==> src/spi_flash_erase_program_sequencer_core_macros.svh <==
// Assertion macros used by the sequencer back end.
// Each macro expects signals named clock and reset in the enclosing module.
`ifndef SPI_FLASH_ERASE_PROGRAM_SEQUENCER_CORE_MACROS_SVH
`define SPI_FLASH_ERASE_PROGRAM_SEQUENCER_CORE_MACROS_SVH

// Same-cycle implication, disabled while reset is high.
`define SFEPS_ASSERT_IMP(label, ante, cons, msg) \
   label: assert property (@(posedge clock) disable iff (reset) (ante) |-> (cons)) \
      else $error(msg);

// Next-cycle implication, disabled while reset is high.
`define SFEPS_ASSERT_NEXT(label, ante, cons, msg) \
   label: assert property (@(posedge clock) disable iff (reset) (ante) |=> (cons)) \
      else $error(msg);

`endif

==> src/sfeps_pkg.sv <==
// Package for the SPI flash erase/program sequencer.
// Holds sizes, flash opcodes, transaction kinds and the descriptor type; no dependencies.
`timescale 1ns / 1ps

package sfeps_pkg;

   // Flash geometry.
   localparam int unsigned ERASE_SIZE = 4 * 1024;
   localparam int unsigned PAGE_SIZE  = 256;
   localparam int unsigned CHUNK_W    = $clog2(PAGE_SIZE + 1);

   // Field widths.
   localparam int unsigned ADDR_W = 32;
   localparam int unsigned LEN_W  = 26;
   localparam int unsigned OFS_W  = 25;

   // Flash opcodes.
   localparam logic [7:0] OPC_STATUS = 8'h05;
   localparam logic [7:0] OPC_WREN   = 8'h06;
   localparam logic [7:0] OPC_READ3  = 8'h03;
   localparam logic [7:0] OPC_READ4  = 8'h13;
   localparam logic [7:0] OPC_ERASE3 = 8'h20;
   localparam logic [7:0] OPC_ERASE4 = 8'h21;
   localparam logic [7:0] OPC_PROG3  = 8'h02;
   localparam logic [7:0] OPC_PROG4  = 8'h12;

   // Transaction kinds on the result channel.
   localparam logic [1:0] KIND_WRITE_KEEP = 2'd0;
   localparam logic [1:0] KIND_WRITE_END  = 2'd1;
   localparam logic [1:0] KIND_READ_END   = 2'd2;
   localparam logic [1:0] KIND_FINISH     = 2'd3;

   // Operations handed from the front end to the back end.
   localparam logic [2:0] OP_READ       = 3'd0;
   localparam logic [2:0] OP_ERASE      = 3'd1;
   localparam logic [2:0] OP_PROGRAM    = 3'd2;
   localparam logic [2:0] OP_POLL       = 3'd3;
   localparam logic [2:0] OP_FINISH_OK  = 3'd4;
   localparam logic [2:0] OP_FINISH_ERR = 3'd5;

   // One queued operation with everything the back end needs to expand it.
   typedef struct packed {
      logic [2:0]        op;
      logic              four;
      logic [ADDR_W-1:0] addr;
      logic [OFS_W-1:0]  doff;
      logic [LEN_W-1:0]  dlen;
   } sfeps_desc_type;

endpackage

==> src/spi_flash_erase_program_sequencer_core.sv <==
// Channel   Direction  Handshake           Word
// req_      in         push / full         command, address, length, status byte
// rsp_      out        empty / pop         one SPI transaction or a request finish
// csr_      in         valid / ready       four_byte_mode
//
// The front end takes one input word per clock while its two-entry queue has room.
// The back end sends one result word per clock while rsp_ is empty or popped;
// an input gives up to five result words; a full queue raises req_full.
// An input is queued first; its first result word is then registered on rsp_.
// A popped result register refills in that cycle; without rsp_pop the queue fills.
// Reset is synchronous; csr_ready is always high.
//
// Top level of the SPI flash erase/program sequencer.
// Depends on sfeps_pkg, sfeps_front, sfeps_queue and sfeps_back.
`timescale 1ns / 1ps

module spi_flash_erase_program_sequencer_core (
   input  logic        clock,
   input  logic        reset,
   input  logic        req_push,
   output logic        req_full,
   input  logic [1:0]  req_command,
   input  logic [31:0] req_address,
   input  logic [25:0] req_length,
   input  logic [7:0]  req_status_byte,
   output logic        rsp_empty,
   input  logic        rsp_pop,
   output logic [1:0]  rsp_kind,
   output logic [7:0]  rsp_opcode,
   output logic        rsp_has_opcode,
   output logic [31:0] rsp_flash_address,
   output logic [2:0]  rsp_address_length,
   output logic [24:0] rsp_data_offset,
   output logic [25:0] rsp_data_length,
   output logic        rsp_error,
   output logic        rsp_last,
   input  logic        csr_valid,
   output logic        csr_ready,
   input  logic        csr_four_byte_mode
);
   import sfeps_pkg::*;

   logic           accept;
   logic           f_push;
   sfeps_desc_type f_desc;
   logic           q_full;
   logic           q_valid;
   logic           q_pop;
   sfeps_desc_type q_desc;

   // Input words are taken whenever the queue has room.
   assign accept    = req_push && !q_full;
   assign req_full  = q_full;
   assign csr_ready = 1'b1;

   sfeps_front u_front (
      .clock              (clock),
      .reset              (reset),
      .accept             (accept),
      .command            (req_command),
      .address            (req_address),
      .length             (req_length),
      .status_byte        (req_status_byte),
      .csr_valid          (csr_valid),
      .csr_four_byte_mode (csr_four_byte_mode),
      .push               (f_push),
      .desc               (f_desc)
   );

   sfeps_queue u_queue (
      .clock    (clock),
      .reset    (reset),
      .push     (f_push),
      .data_in  (f_desc),
      .full     (q_full),
      .pop      (q_pop),
      .valid    (q_valid),
      .data_out (q_desc)
   );

   sfeps_back u_back (
      .clock              (clock),
      .reset              (reset),
      .q_valid            (q_valid),
      .desc               (q_desc),
      .q_pop              (q_pop),
      .rsp_empty          (rsp_empty),
      .rsp_pop            (rsp_pop),
      .rsp_kind           (rsp_kind),
      .rsp_opcode         (rsp_opcode),
      .rsp_has_opcode     (rsp_has_opcode),
      .rsp_flash_address  (rsp_flash_address),
      .rsp_address_length (rsp_address_length),
      .rsp_data_offset    (rsp_data_offset),
      .rsp_data_length    (rsp_data_length),
      .rsp_error          (rsp_error),
      .rsp_last           (rsp_last)
   );

endmodule

==> src/sfeps_front.sv <==
// Front end: takes request and reply words, tracks the erase/program progress
// and issues one operation descriptor per word that causes flash traffic or ends a request. Uses sfeps_pkg.
`timescale 1ns / 1ps

module sfeps_front (
   input  logic                   clock,
   input  logic                   reset,
   input  logic                   accept,
   input  logic [1:0]             command,
   input  logic [31:0]            address,
   input  logic [25:0]            length,
   input  logic [7:0]             status_byte,
   input  logic                   csr_valid,
   input  logic                   csr_four_byte_mode,
   output logic                   push,
   output sfeps_pkg::sfeps_desc_type desc
);
   import sfeps_pkg::*;

   localparam logic [1:0] PH_IDLE    = 2'd0;
   localparam logic [1:0] PH_ERASE   = 2'd1;
   localparam logic [1:0] PH_PROGRAM = 2'd2;

   localparam logic [1:0] CMD_READ   = 2'd0;
   localparam logic [1:0] CMD_WRITE  = 2'd1;
   localparam logic [1:0] CMD_STATUS = 2'd2;
   localparam logic [1:0] CMD_FAIL   = 2'd3;

   logic [1:0]         phase_ff, phase_in;
   logic               four_ff;
   logic [ADDR_W-1:0]  base_ff, base_in;
   logic [ADDR_W-1:0]  cur_addr_ff, cur_addr_in;
   logic [LEN_W-1:0]   total_ff, total_in;
   logic [LEN_W-1:0]   erase_ofs_ff, erase_ofs_in;
   logic [LEN_W-1:0]   rem_ff, rem_in;
   logic [LEN_W-1:0]   done_ff, done_in;
   logic [CHUNK_W-1:0] chunk_ff, chunk_in;
   logic [LEN_W:0]     eo_sum;
   logic [LEN_W-1:0]   rem_next;

   // Size of the next page program: the remainder, at most one page.
   function automatic logic [CHUNK_W-1:0] chunk_of(input logic [LEN_W-1:0] x);
      logic [CHUNK_W-1:0] r;
      if (x < LEN_W'(PAGE_SIZE)) begin
         r = x[CHUNK_W-1:0];
      end else begin
         r = CHUNK_W'(PAGE_SIZE);
      end
      return r;
   endfunction

   // Next state and the descriptor for the accepted word.
   always_comb begin
      phase_in     = phase_ff;
      base_in      = base_ff;
      cur_addr_in  = cur_addr_ff;
      total_in     = total_ff;
      erase_ofs_in = erase_ofs_ff;
      rem_in       = rem_ff;
      done_in      = done_ff;
      chunk_in     = chunk_ff;
      push         = 1'b0;
      desc.op      = OP_FINISH_OK;
      desc.four    = four_ff;
      desc.addr    = cur_addr_ff;
      desc.doff    = '0;
      desc.dlen    = '0;
      eo_sum       = {1'b0, erase_ofs_ff} + (LEN_W + 1)'(ERASE_SIZE);
      rem_next     = rem_ff - LEN_W'(chunk_ff);
      if (accept) begin
         case (phase_ff)
            PH_IDLE: begin
               if (command == CMD_READ) begin
                  push      = 1'b1;
                  desc.op   = OP_READ;
                  desc.addr = address;
                  desc.dlen = length;
               end else if (command == CMD_WRITE) begin
                  push         = 1'b1;
                  base_in      = address;
                  cur_addr_in  = address;
                  total_in     = length;
                  erase_ofs_in = '0;
                  rem_in       = length;
                  done_in      = '0;
                  chunk_in     = '0;
                  if (length == '0) begin
                     desc.op = OP_FINISH_OK;
                  end else begin
                     desc.op   = OP_ERASE;
                     desc.addr = address;
                     phase_in  = PH_ERASE;
                  end
               end
            end
            PH_ERASE, PH_PROGRAM: begin
               if (command == CMD_FAIL) begin
                  push     = 1'b1;
                  desc.op  = OP_FINISH_ERR;
                  phase_in = PH_IDLE;
               end else if (command == CMD_STATUS) begin
                  push = 1'b1;
                  if (status_byte[1:0] != 2'b00) begin
                     // Busy or write-enable still set: poll again.
                     desc.op = OP_POLL;
                  end else if (phase_ff == PH_ERASE) begin
                     erase_ofs_in = eo_sum[LEN_W-1:0];
                     if (eo_sum < {1'b0, total_ff}) begin
                        cur_addr_in = cur_addr_ff + ADDR_W'(ERASE_SIZE);
                        desc.op     = OP_ERASE;
                        desc.addr   = cur_addr_in;
                     end else begin
                        // Erase done: program the first page.
                        rem_in      = total_ff;
                        done_in     = '0;
                        chunk_in    = chunk_of(total_ff);
                        cur_addr_in = base_ff;
                        desc.op     = OP_PROGRAM;
                        desc.addr   = base_ff;
                        desc.dlen   = LEN_W'(chunk_in);
                        phase_in    = PH_PROGRAM;
                     end
                  end else begin
                     rem_in = rem_next;
                     if (rem_next == '0) begin
                        desc.op  = OP_FINISH_OK;
                        phase_in = PH_IDLE;
                     end else begin
                        done_in     = done_ff + LEN_W'(chunk_ff);
                        cur_addr_in = cur_addr_ff + ADDR_W'(chunk_ff);
                        chunk_in    = chunk_of(rem_next);
                        desc.op     = OP_PROGRAM;
                        desc.addr   = cur_addr_in;
                        desc.doff   = done_in[OFS_W-1:0];
                        desc.dlen   = LEN_W'(chunk_in);
                     end
                  end
               end
            end
            default: begin
               phase_in = PH_IDLE;
            end
         endcase
      end
   end

   // Control state and the mode register.
   always_ff @(posedge clock) begin
      if (reset) begin
         phase_ff <= PH_IDLE;
         four_ff  <= 1'b0;
      end else begin
         phase_ff <= phase_in;
         if (csr_valid) begin
            four_ff <= csr_four_byte_mode;
         end
      end
   end

   // Progress registers, loaded at the start of every write request and advanced by its status replies.
   always_ff @(posedge clock) begin
      base_ff      <= base_in;
      cur_addr_ff  <= cur_addr_in;
      total_ff     <= total_in;
      erase_ofs_ff <= erase_ofs_in;
      rem_ff       <= rem_in;
      done_ff      <= done_in;
      chunk_ff     <= chunk_in;
   end

endmodule

==> src/sfeps_queue.sv <==
// Two-entry descriptor queue between the front end and the back end.
// Uses sfeps_pkg for the descriptor type.
`timescale 1ns / 1ps

module sfeps_queue (
   input  logic                      clock,
   input  logic                      reset,
   input  logic                      push,
   input  sfeps_pkg::sfeps_desc_type data_in,
   output logic                      full,
   input  logic                      pop,
   output logic                      valid,
   output sfeps_pkg::sfeps_desc_type data_out
);
   import sfeps_pkg::*;

   sfeps_desc_type entries_ff [2];
   logic           wr_ptr_ff, wr_ptr_in;
   logic           rd_ptr_ff, rd_ptr_in;
   logic [1:0]     count_ff, count_in;
   logic           do_push, do_pop;

   // Pointer and occupancy updates.
   always_comb begin
      do_push   = push && !full;
      do_pop    = pop && valid;
      wr_ptr_in = do_push ? !wr_ptr_ff : wr_ptr_ff;
      rd_ptr_in = do_pop ? !rd_ptr_ff : rd_ptr_ff;
      count_in  = count_ff + 2'(do_push) - 2'(do_pop);
   end

   assign full     = (count_ff == 2'd2);
   assign valid    = (count_ff != 2'd0);
   assign data_out = entries_ff[rd_ptr_ff];

   always_ff @(posedge clock) begin
      if (reset) begin
         wr_ptr_ff <= 1'b0;
         rd_ptr_ff <= 1'b0;
         count_ff  <= 2'd0;
      end else begin
         wr_ptr_ff <= wr_ptr_in;
         rd_ptr_ff <= rd_ptr_in;
         count_ff  <= count_in;
      end
   end

   // Storage.
   always_ff @(posedge clock) begin
      if (do_push) begin
         entries_ff[wr_ptr_ff] <= data_in;
      end
   end

endmodule

==> src/sfeps_back.sv <==
// Back end: expands each queued operation into its SPI transaction words, one word per
// cycle into the result register while it is empty or popped. Uses sfeps_pkg and the macro header.
`timescale 1ns / 1ps
`include "spi_flash_erase_program_sequencer_core_macros.svh"

module sfeps_back (
   input  logic                      clock,
   input  logic                      reset,
   input  logic                      q_valid,
   input  sfeps_pkg::sfeps_desc_type desc,
   output logic                      q_pop,
   output logic                      rsp_empty,
   input  logic                      rsp_pop,
   output logic [1:0]                rsp_kind,
   output logic [7:0]                rsp_opcode,
   output logic                      rsp_has_opcode,
   output logic [31:0]               rsp_flash_address,
   output logic [2:0]                rsp_address_length,
   output logic [24:0]               rsp_data_offset,
   output logic [25:0]               rsp_data_length,
   output logic                      rsp_error,
   output logic                      rsp_last
);
   import sfeps_pkg::*;

   localparam logic [2:0] W_WREN      = 3'd0;
   localparam logic [2:0] W_CMD       = 3'd1;
   localparam logic [2:0] W_DATA_WR   = 3'd2;
   localparam logic [2:0] W_STATUS    = 3'd3;
   localparam logic [2:0] W_STATUS_RD = 3'd4;
   localparam logic [2:0] W_DATA_RD   = 3'd5;
   localparam logic [2:0] W_FINISH    = 3'd6;

   localparam logic [2:0] ALEN_3 = 3'd3;
   localparam logic [2:0] ALEN_4 = 3'd4;

   logic [2:0]        step_ff, step_in;
   logic [2:0]        last_step;
   logic [2:0]        word_code;
   logic              word_last;
   logic              load;
   logic              valid_ff, valid_in;
   logic [1:0]        w_kind;
   logic [7:0]        w_opcode;
   logic              w_has_opcode;
   logic [ADDR_W-1:0] w_addr;
   logic [2:0]        w_alen;
   logic [OFS_W-1:0]  w_doff;
   logic [LEN_W-1:0]  w_dlen;
   logic              w_error;

   // Which word of the operation goes out at this step.
   always_comb begin
      last_step = 3'd0;
      word_code = W_FINISH;
      case (desc.op)
         OP_READ: begin
            last_step = 3'd2;
            case (step_ff)
               3'd0:    word_code = W_CMD;
               3'd1:    word_code = W_DATA_RD;
               default: word_code = W_FINISH;
            endcase
         end
         OP_ERASE: begin
            last_step = 3'd3;
            case (step_ff)
               3'd0:    word_code = W_WREN;
               3'd1:    word_code = W_CMD;
               3'd2:    word_code = W_STATUS;
               default: word_code = W_STATUS_RD;
            endcase
         end
         OP_PROGRAM: begin
            last_step = 3'd4;
            case (step_ff)
               3'd0:    word_code = W_WREN;
               3'd1:    word_code = W_CMD;
               3'd2:    word_code = W_DATA_WR;
               3'd3:    word_code = W_STATUS;
               default: word_code = W_STATUS_RD;
            endcase
         end
         OP_POLL: begin
            last_step = 3'd1;
            word_code = (step_ff == 3'd0) ? W_STATUS : W_STATUS_RD;
         end
         default: begin
            last_step = 3'd0;
            word_code = W_FINISH;
         end
      endcase
      word_last = (step_ff == last_step);
   end

   // Fields of the word being built.
   always_comb begin
      w_kind       = KIND_WRITE_KEEP;
      w_opcode     = 8'h00;
      w_has_opcode = 1'b0;
      w_addr       = '0;
      w_alen       = 3'd0;
      w_doff       = '0;
      w_dlen       = '0;
      w_error      = 1'b0;
      case (word_code)
         W_WREN: begin
            w_kind       = KIND_WRITE_END;
            w_opcode     = OPC_WREN;
            w_has_opcode = 1'b1;
         end
         W_CMD: begin
            w_kind       = (desc.op == OP_ERASE) ? KIND_WRITE_END : KIND_WRITE_KEEP;
            w_has_opcode = 1'b1;
            case (desc.op)
               OP_READ:  w_opcode = desc.four ? OPC_READ4 : OPC_READ3;
               OP_ERASE: w_opcode = desc.four ? OPC_ERASE4 : OPC_ERASE3;
               default:  w_opcode = desc.four ? OPC_PROG4 : OPC_PROG3;
            endcase
            w_addr = desc.four ? desc.addr : {8'h00, desc.addr[23:0]};
            w_alen = desc.four ? ALEN_4 : ALEN_3;
         end
         W_DATA_WR: begin
            w_kind = KIND_WRITE_END;
            w_doff = desc.doff;
            w_dlen = desc.dlen;
         end
         W_STATUS: begin
            w_kind       = KIND_WRITE_KEEP;
            w_opcode     = OPC_STATUS;
            w_has_opcode = 1'b1;
         end
         W_STATUS_RD: begin
            w_kind = KIND_READ_END;
            w_dlen = LEN_W'(1);
         end
         W_DATA_RD: begin
            w_kind = KIND_READ_END;
            w_dlen = desc.dlen;
         end
         W_FINISH: begin
            w_kind  = KIND_FINISH;
            w_error = (desc.op == OP_FINISH_ERR);
         end
         default: begin
            w_kind = KIND_WRITE_KEEP;
         end
      endcase
   end

   // Step counter and result register handshake.
   always_comb begin
      load     = q_valid && (!valid_ff || rsp_pop);
      q_pop    = load && word_last;
      valid_in = load || (valid_ff && !rsp_pop);
      step_in  = step_ff;
      if (load) begin
         step_in = word_last ? 3'd0 : step_ff + 3'd1;
      end
   end

   always_ff @(posedge clock) begin
      if (reset) begin
         step_ff  <= 3'd0;
         valid_ff <= 1'b0;
      end else begin
         step_ff  <= step_in;
         valid_ff <= valid_in;
      end
   end

   // Result word register.
   always_ff @(posedge clock) begin
      if (load) begin
         rsp_kind           <= w_kind;
         rsp_opcode         <= w_opcode;
         rsp_has_opcode     <= w_has_opcode;
         rsp_flash_address  <= w_addr;
         rsp_address_length <= w_alen;
         rsp_data_offset    <= w_doff;
         rsp_data_length    <= w_dlen;
         rsp_error          <= w_error;
         rsp_last           <= word_last;
      end
   end

   assign rsp_empty = !valid_ff;

   // Checks on the expansion sequencer.
   `SFEPS_ASSERT_IMP(a_step_idle, !q_valid, step_ff == 3'd0, "step moved with no operation")
   `SFEPS_ASSERT_IMP(a_step_range, q_valid, step_ff <= last_step, "step past the last word")
   `SFEPS_ASSERT_IMP(a_finish_last, load && (w_kind == KIND_FINISH), word_last,
      "finish word is not the last word")
   `SFEPS_ASSERT_NEXT(a_pop_rewinds, q_pop, step_ff == 3'd0, "step not rewound after pop")

endmodule
==> config.mk <==
export PLATFORM = sky130hd
export DESIGN_NAME = spi_flash_erase_program_sequencer_core
export DESIGN_NICKNAME = d
export VERILOG_FILES = /design/src/sfeps_pkg.sv /design/src/spi_flash_erase_program_sequencer_core.sv /design/src/sfeps_front.sv /design/src/sfeps_queue.sv /design/src/sfeps_back.sv
export VERILOG_INCLUDE_DIRS = /design/src /design/src/src
export SDC_FILE = /design/constraint.sdc
export NUM_CORES = 1
export LEC_CHECK = 0
export BUFFER_PORTS_ARGS = -buffer_cell sky130_fd_sc_hd__buf_2
export CAP_MARGIN = 10
export CORE_UTILIZATION = 28
export DETAILED_ROUTE_END_ITERATION = 8
export PLACE_DENSITY = 0.43
export SYNTH_ARGS = -nofsm -noshare
export SYNTH_HDL_FRONTEND = slang
export SYNTH_HIERARCHICAL = 1
export SYNTH_SLANG_ARGS = --single-unit
==> constraint.sdc <==
create_clock -name clock -period 6.45 [get_ports clock]
set_input_delay 1.29 -clock clock [delete_from_list [all_inputs] [get_ports clock]]
set_output_delay 1.29 -clock clock [all_outputs]
set_load 0.02 [all_outputs]
==> results of run 1 <==
-- stage by stage --
| step | hold slack [ps] | std cells | setup slack [ps] | util |
|---|---|---|---|---|
| 6_report | 465 | 3287 | 1190 | 0.327 |
| 2_1_floorplan | 452 | 2040 | 1410 | - |
| 5_1_grt | 503 | 3286 | 1020 | 0.327 |
| 3_3_place_gp | 445 | 3189 | 1320 | 0.306 |
| 4_1_cts | 476 | 3285 | 1190 | 0.327 |
| 3_5_place_dp | 460 | 3189 | 1260 | 0.306 |
-- report_power, final --
part           switching (uW)  internal, uW
clock                    1250          1850
sequential                141          3660
combinational            1220           613
total                    2610          6120
-- state kept, by name, summed over array words and instances (netlist names), named ones only --
| name | flops |
|---|---|
| u_queue/wr_ptr_ff | 1 |
| u_queue/rd_ptr_ff | 1 |
| u_back/rsp_kind | 2 |
| u_back/step_ff | 3 |
| u_front/rem_ff | 26 |
| u_front/phase_ff | 2 |
| u_queue/count_ff | 2 |
| u_back/rsp_data_offset | 25 |
| u_front/done_ff | 25 |
| u_back/rsp_last | 1 |
| u_back/rsp_data_length | 26 |
| u_back/rsp_has_opcode | 1 |
| u_front/erase_ofs_ff | 14 |
| u_back/rsp_opcode | 5 |
| u_front/chunk_ff | 9 |
| u_front/base_ff | 32 |
| u_back/rsp_address_length | 2 |
| u_front/cur_addr_ff | 32 |
| u_back/valid_ff | 1 |
| u_back/rsp_flash_address | 32 |
| u_queue/entries_ff | 174 |
| u_back/rsp_error | 1 |
| u_front/total_ff | 26 |
| u_front/four_ff | 1 |
-- Yosys cell counts, drive strengths merged, types with 9 or more instances --
library cell and number:
nand3 44, a31oi 11, or3 11, xor2 30, nor3 42, and3 32
and2 115, edfxtp 433, a221oi 13, o21bai 9, dfxtp 12, a22oi 33
o211ai 20, xnor2 65, ha 54, nand2b 19, a211oi 15, nand2 131
or2 13, nor2 190, clkbuf 78, a21oi 93, inv 81, o21ai 102
mux2 110, a21o 17, nand4 14, buf 46, nor4 20, mux2i 42
nor2b 14, o21a 14
-- kinds of logic after synthesis --
group                    after synthesis
AND/OR/NAND/NOR                      676
flip-flops                           445
AO/OA/AOI/OAI                        404
buffers and inverters                207
multiplexers                         152
XOR/XNOR                              95
adder cells (fa/ha/maj)               57
other                                  2
-- critical path: cells and delay by family (launching register included) --
| kind | cells | cell delay, ps |
|---|---|---|
| fa+ha+maj | 2 | 670 |
| flops | 1 | 490 |
| simple gates | 5 | 2220 |
| compound gates | 4 | 1330 |
| xor+xnor | 1 | 200 |
-- path summary, 6_finish.rpt --
path / start / to / slack [ps]
min reg2reg: u_front/four_ff / u_queue/entries_ff[0][83] / 460
max reg2reg: u_front/chunk_ff[0] / u_queue/entries_ff[0][71] / 1190
min: u_front/four_ff / u_queue/entries_ff[0][83] / 460
max: u_front/chunk_ff[0] / u_queue/entries_ff[0][71] / 1190
-- area by class of cell --
| type | instances | area, sq um |
|---|---|---|
| Clock inverter | 36 | 453 |
| Antenna cell | 1 | 2.50 |
| Multi-Input combinational cell | 1388 | 9560 |
| Fill cell | 8427 | 56200 |
| Timing Repair Buffer | 194 | 1070 |
| Sequential cell | 445 | 13200 |
| Inverter | 83 | 315 |
| Tap cell | 1080 | 1350 |
| Clock buffer | 60 | 1330 |
-- per-layer routing --
layer | up-vias | GRT usage
met5 | - | 0
met4 | 18 | 0.0464
met3 | 111 | 0.0298
met2 | 444 | 0.262
met1 | 8033 | 0.203
li1 | 7796 | -
==> flow_summary.ini, run 1 <==
[logic_synthesis]
synthMuxAreaShare = 0.0755
yosysTopAreaCell = edfxtp_1
synth_top_cells_by_area = edfxtp_1 (55%), mux2_2 (3.8%), and2_1 (3.0%), nor2_1 (3.0%), ha_1 (2.9%)
synthSimpleGateAreaFrac = 0.146
synth_top_area_frac = 0.550
synthFlopType = edfxtp_1
syn_avg_cell_area_sq_um = 11.6
async_flop_share = 0
synth_edf_count = 433
synth_top_family_by_area = simple AND/OR/NAND/NOR gates
synth_xor_area_frac = 0.0352
ys_seq_area_frac = 0.561
synth_compound_area_frac = 0.112
netlist_area_sq_um = 23600
synth_fa_ha_area_frac = 0.0311
yosys.cell_types.count = 93
synth.yosys.warnings = 6
synth_cells = 2038
synth_seq_cells = 445

[route]
route.detailed.drc = 0
wl_um = 67900
met1Wirelength_um = 29800
drtIter0Drc = 1029
wl_met3_um = 3700
vias = 16400
wl_per_cell_um = 20.7
ant_nets = 0
top_layer = met5
met2WireLength_um = 32600
viasPerCell = 4.99
firstDrtPassIters = 7

[clocking]
hold_buffers = 0
numCtsBuffers = 52
cts.sink_count = 445
insertion_delay_ps = 620
post_cts_buffers = 0
cts.clk_slew.worst_paths_ps = 60
cts_root_buffer = clkbuf_16
cts.path.max_buffers = 3
cts_tree = yes
htreeDepth = 2
cts_resized = 0

[timing]
rsz0062_at_grt = false
fmax_mhz = 190
relSlewSlack = 0.166
finalHoldViolations = 0
finClkSkew_ps = 36.6
finalCritPeriodShare = 0.816
drv_slew = 0
finalSetupViolations = 0
worst_pin_slew_ps = 1250
finalWorstPathRequiredPeriod_ps = 5260
setup_tns_ps = 0

[grt]
grt_start_max_net_pins = 88
grt_overflow = 0
antenna_found_initial = 15
grt_pass1_wl_um = 102000
grtUsageTotal = 0.156
grt_pass1_vias = 16200

[setup_path]
crit_chain = ha_1 -> fa_1 -> nand2b_1 -> a211oi_2 -> nor2_1 -> xnor2_1 -> or4_1 -> or4b_4 -> or2_1 -> a2111o_1 -> a31oi_1 -> a21oi_1
critical_path_class = reg -> reg
required_ps = 6730
cp-end-kind = flip-flop
crit_arrival_ps = 5540
rr_worst_depth = 12
cp_max_fo = 20
slowest_stage = or2_1
cp-start-kind = flip-flop
slowest_delay_ps = 700

[flow_run]
max_cap_violations = 0

[floorplan]
core-area_sq_um = 83600
start_util = 0.283
core.rowCount = 106
die_area_sq_um = 85500
die_w_um = 292
io_pins = 176
die_y_um = 292

[cells_and_area]
final_cell_mix = edfxtp_1 (433), nor2_1 (188), buf_2 (165)
fin_nets = 2295
drive_above_1_share = 0.192
stdcell_area_sq_um = 27300
synthToLayoutAreaGrowth_pct = 15.7
final_common_cell = edfxtp_1

[pwr]
vdd_drop_max_mv = 0.190
power.leakage_uw = 0.00983
power.density_nw_per_um2 = 319
power_uw = 8720

[place]
postPlaceCellArea_sq_um = 25500
io_buffers = 165
place_hpwl_um = 45800
gp_congestion = 0.839

[min_path]
hp-class = reg -> reg
whs_path_depth = 0

[run_status]
status = finished, final reports clean
Power figures use the tool's default switching activity.
==> inputs of run 2 (changes only) <==
==> constraint.sdc (replaced) <==
create_clock -name clock -period 5.2 [get_ports clock]
set_input_delay 1.04 -clock clock [delete_from_list [all_inputs] [get_ports clock]]
set_output_delay 1.04 -clock clock [all_outputs]
set_load 0.02 [all_outputs]
==> run 2 against run 1 <==
  * Non-clock buffer count grew 18
  * Die area is the same
  * Utilization grew 0.31 points
  * Final area grew 0.96%
  * Clock power grew 26%
  * Wire length grew 1.1%
  * Critical path type unchanged
  * Critical path depth grew 1
==> flow_summary.ini, run 2 (synthesized netlist as in run 1, its figures left out) <==
[timing]
finalWorstPathRequiredPeriod_ps = 4940
worst_pin_slew_ps = 1230
finClkSkew_ps = 35.7
setup_tns_ps = 0
relSlewSlack = 0.170
finalHoldViolations = 0
fin_ws_ps = 264
whs_ps = 470
finalCritPeriodShare = 0.949
finalSetupViolations = 0
drv_slew = 0
rsz0062_at_grt = false
fmax_mhz = 203

[clocking]
insertion_delay_ps = 630
cts.path.max_buffers = 3
cts_root_buffer = clkbuf_16
hold_buffers = 0
post_cts_buffers = 0
htreeDepth = 2
cts_tree = yes
numCtsBuffers = 53
cts_resized = 0
cts.clk_slew.worst_paths_ps = 70
cts.sink_count = 445

[floorplan]
die_w_um = 292
io_pins = 176
core.rowCount = 106
die_y_um = 292
start_util = 0.283
die_area_sq_um = 85500
core-area_sq_um = 83600

[place]
gp_congestion = 0.836
pre_cts_ws_ps = 342
io_buffers = 165
place_hpwl_um = 47100

[flow_run]
max_cap_violations = 0

[grt]
grt_overflow = 0
grtUsageTotal = 0.158
antenna_found_initial = 18
grt_pass1_vias = 16500
grt_start_max_net_pins = 58
grt_pass1_wl_um = 104000

[min_path]
hp-class = reg -> reg

[cells_and_area]
drive_above_1_share = 0.202
regMostFlops = u_queue/entries_ff
fin_nets = 2314
final_common_cell = edfxtp_1
largest_reg_flops = 174
synthToLayoutAreaGrowth_pct = 16.8
final_cell_mix = edfxtp_1 (433), nor2_1 (188), buf_2 (165)

[route]
route.detailed.drc = 0
firstDrtPassIters = 5
wl_um = 68700
viasPerCell = 5.02
wl_per_cell_um = 20.7
vias = 16600
drtIter0Drc = 977
ant_nets = 0

[setup_path]
required_ps = 5490
crit_arrival_ps = 5230
critical_path_class = reg -> reg
cp-end-kind = flip-flop
cp-start-kind = flip-flop
cp_max_fo = 34

[pwr]
vdd_drop_max_mv = 0.219
power_uw = 10900
power.leakage_uw = 0.00995
power.density_nw_per_um2 = 395

[run_status]
status = finished, final reports clean
[run 2: cell types whose count changed in the layout (fill, tap and decap cells not counted), sizes merged]
cell / before / now
buf: 194 / 212
bufinv: 9 / 8
clkbuf: 60 / 53
clkinv: 27 / 32
clkinvlp: 2 / 7
diode: 1 / 2
inv: 81 / 83
[run 2: final cells by class]
class	instances	area, sq um
Timing Repair Buffer	212	1280
Clock buffer	53	1330
Inverter	83	315
Clock inverter	47	510
Sequential cell	445	13200
Fill cell	8410	56000
Antenna cell	2	5.00
Tap cell	1080	1350
Multi-Input combinational cell	1388	9560
[run 2: worst paths after layout]
path	from	to	slack, ps	cells after the start
worst max-delay path	u_front/chunk_ff[0]	u_front/done_ff[24]	260	13
worst min-delay path	u_front/four_ff	u_queue/entries_ff[1][83]	470	0
worst max register to register	u_front/chunk_ff[0]	u_front/done_ff[24]	260	13
worst min register to register	u_front/four_ff	u_queue/entries_ff[1][83]	470	0
[run 2: per-layer routing]
| metal | wire [um] | part of all wire | track usage | vias up |
|---|---|---|---|---|
| met4 | 1510 | 0.022 | 0.0400 | 20 |
| met2 | 33500 | 0.49 | 0.271 | 456 |
| met5 | 138 | 0.0020 | 0 | - |
| met1 | 29800 | 0.43 | 0.204 | 8194 |
| met3 | 3780 | 0.055 | 0.0308 | 107 |
| li1 | - | - | - | 7828 |
[run 2: metrics by stage]
stage | util | cell area, sq um | instances
2_1_floorplan | - | 23600 | 2040
3_3_place_gp | 0.308 | 25700 | 3206
3_5_place_dp | 0.308 | 25700 | 3207
4_1_cts | 0.330 | 27600 | 3307
5_1_grt | 0.330 | 27600 | 3309
6_report | 0.330 | 27600 | 3310
[run 2: worst max-delay path, stage by stage, from the launching register on]
cell and delay, ps:
edfxtp_1 500, ha_1 260, fa_1 410, nand2b_1 200, a211oi_2 460, nor2_1 130
xnor2_1 200, or4_1 610, or4b_4 570, nor2_1 250, buf_4 190, nand2_1 240
o21a_1 270, buf_4 280
[run 2: power by group]
group	leakage, uW	switching, uW	internal, uW
Sequential	0.00415	170	4530
Combinational	0.00492	1530	785
Clock	0.000882	1600	2280
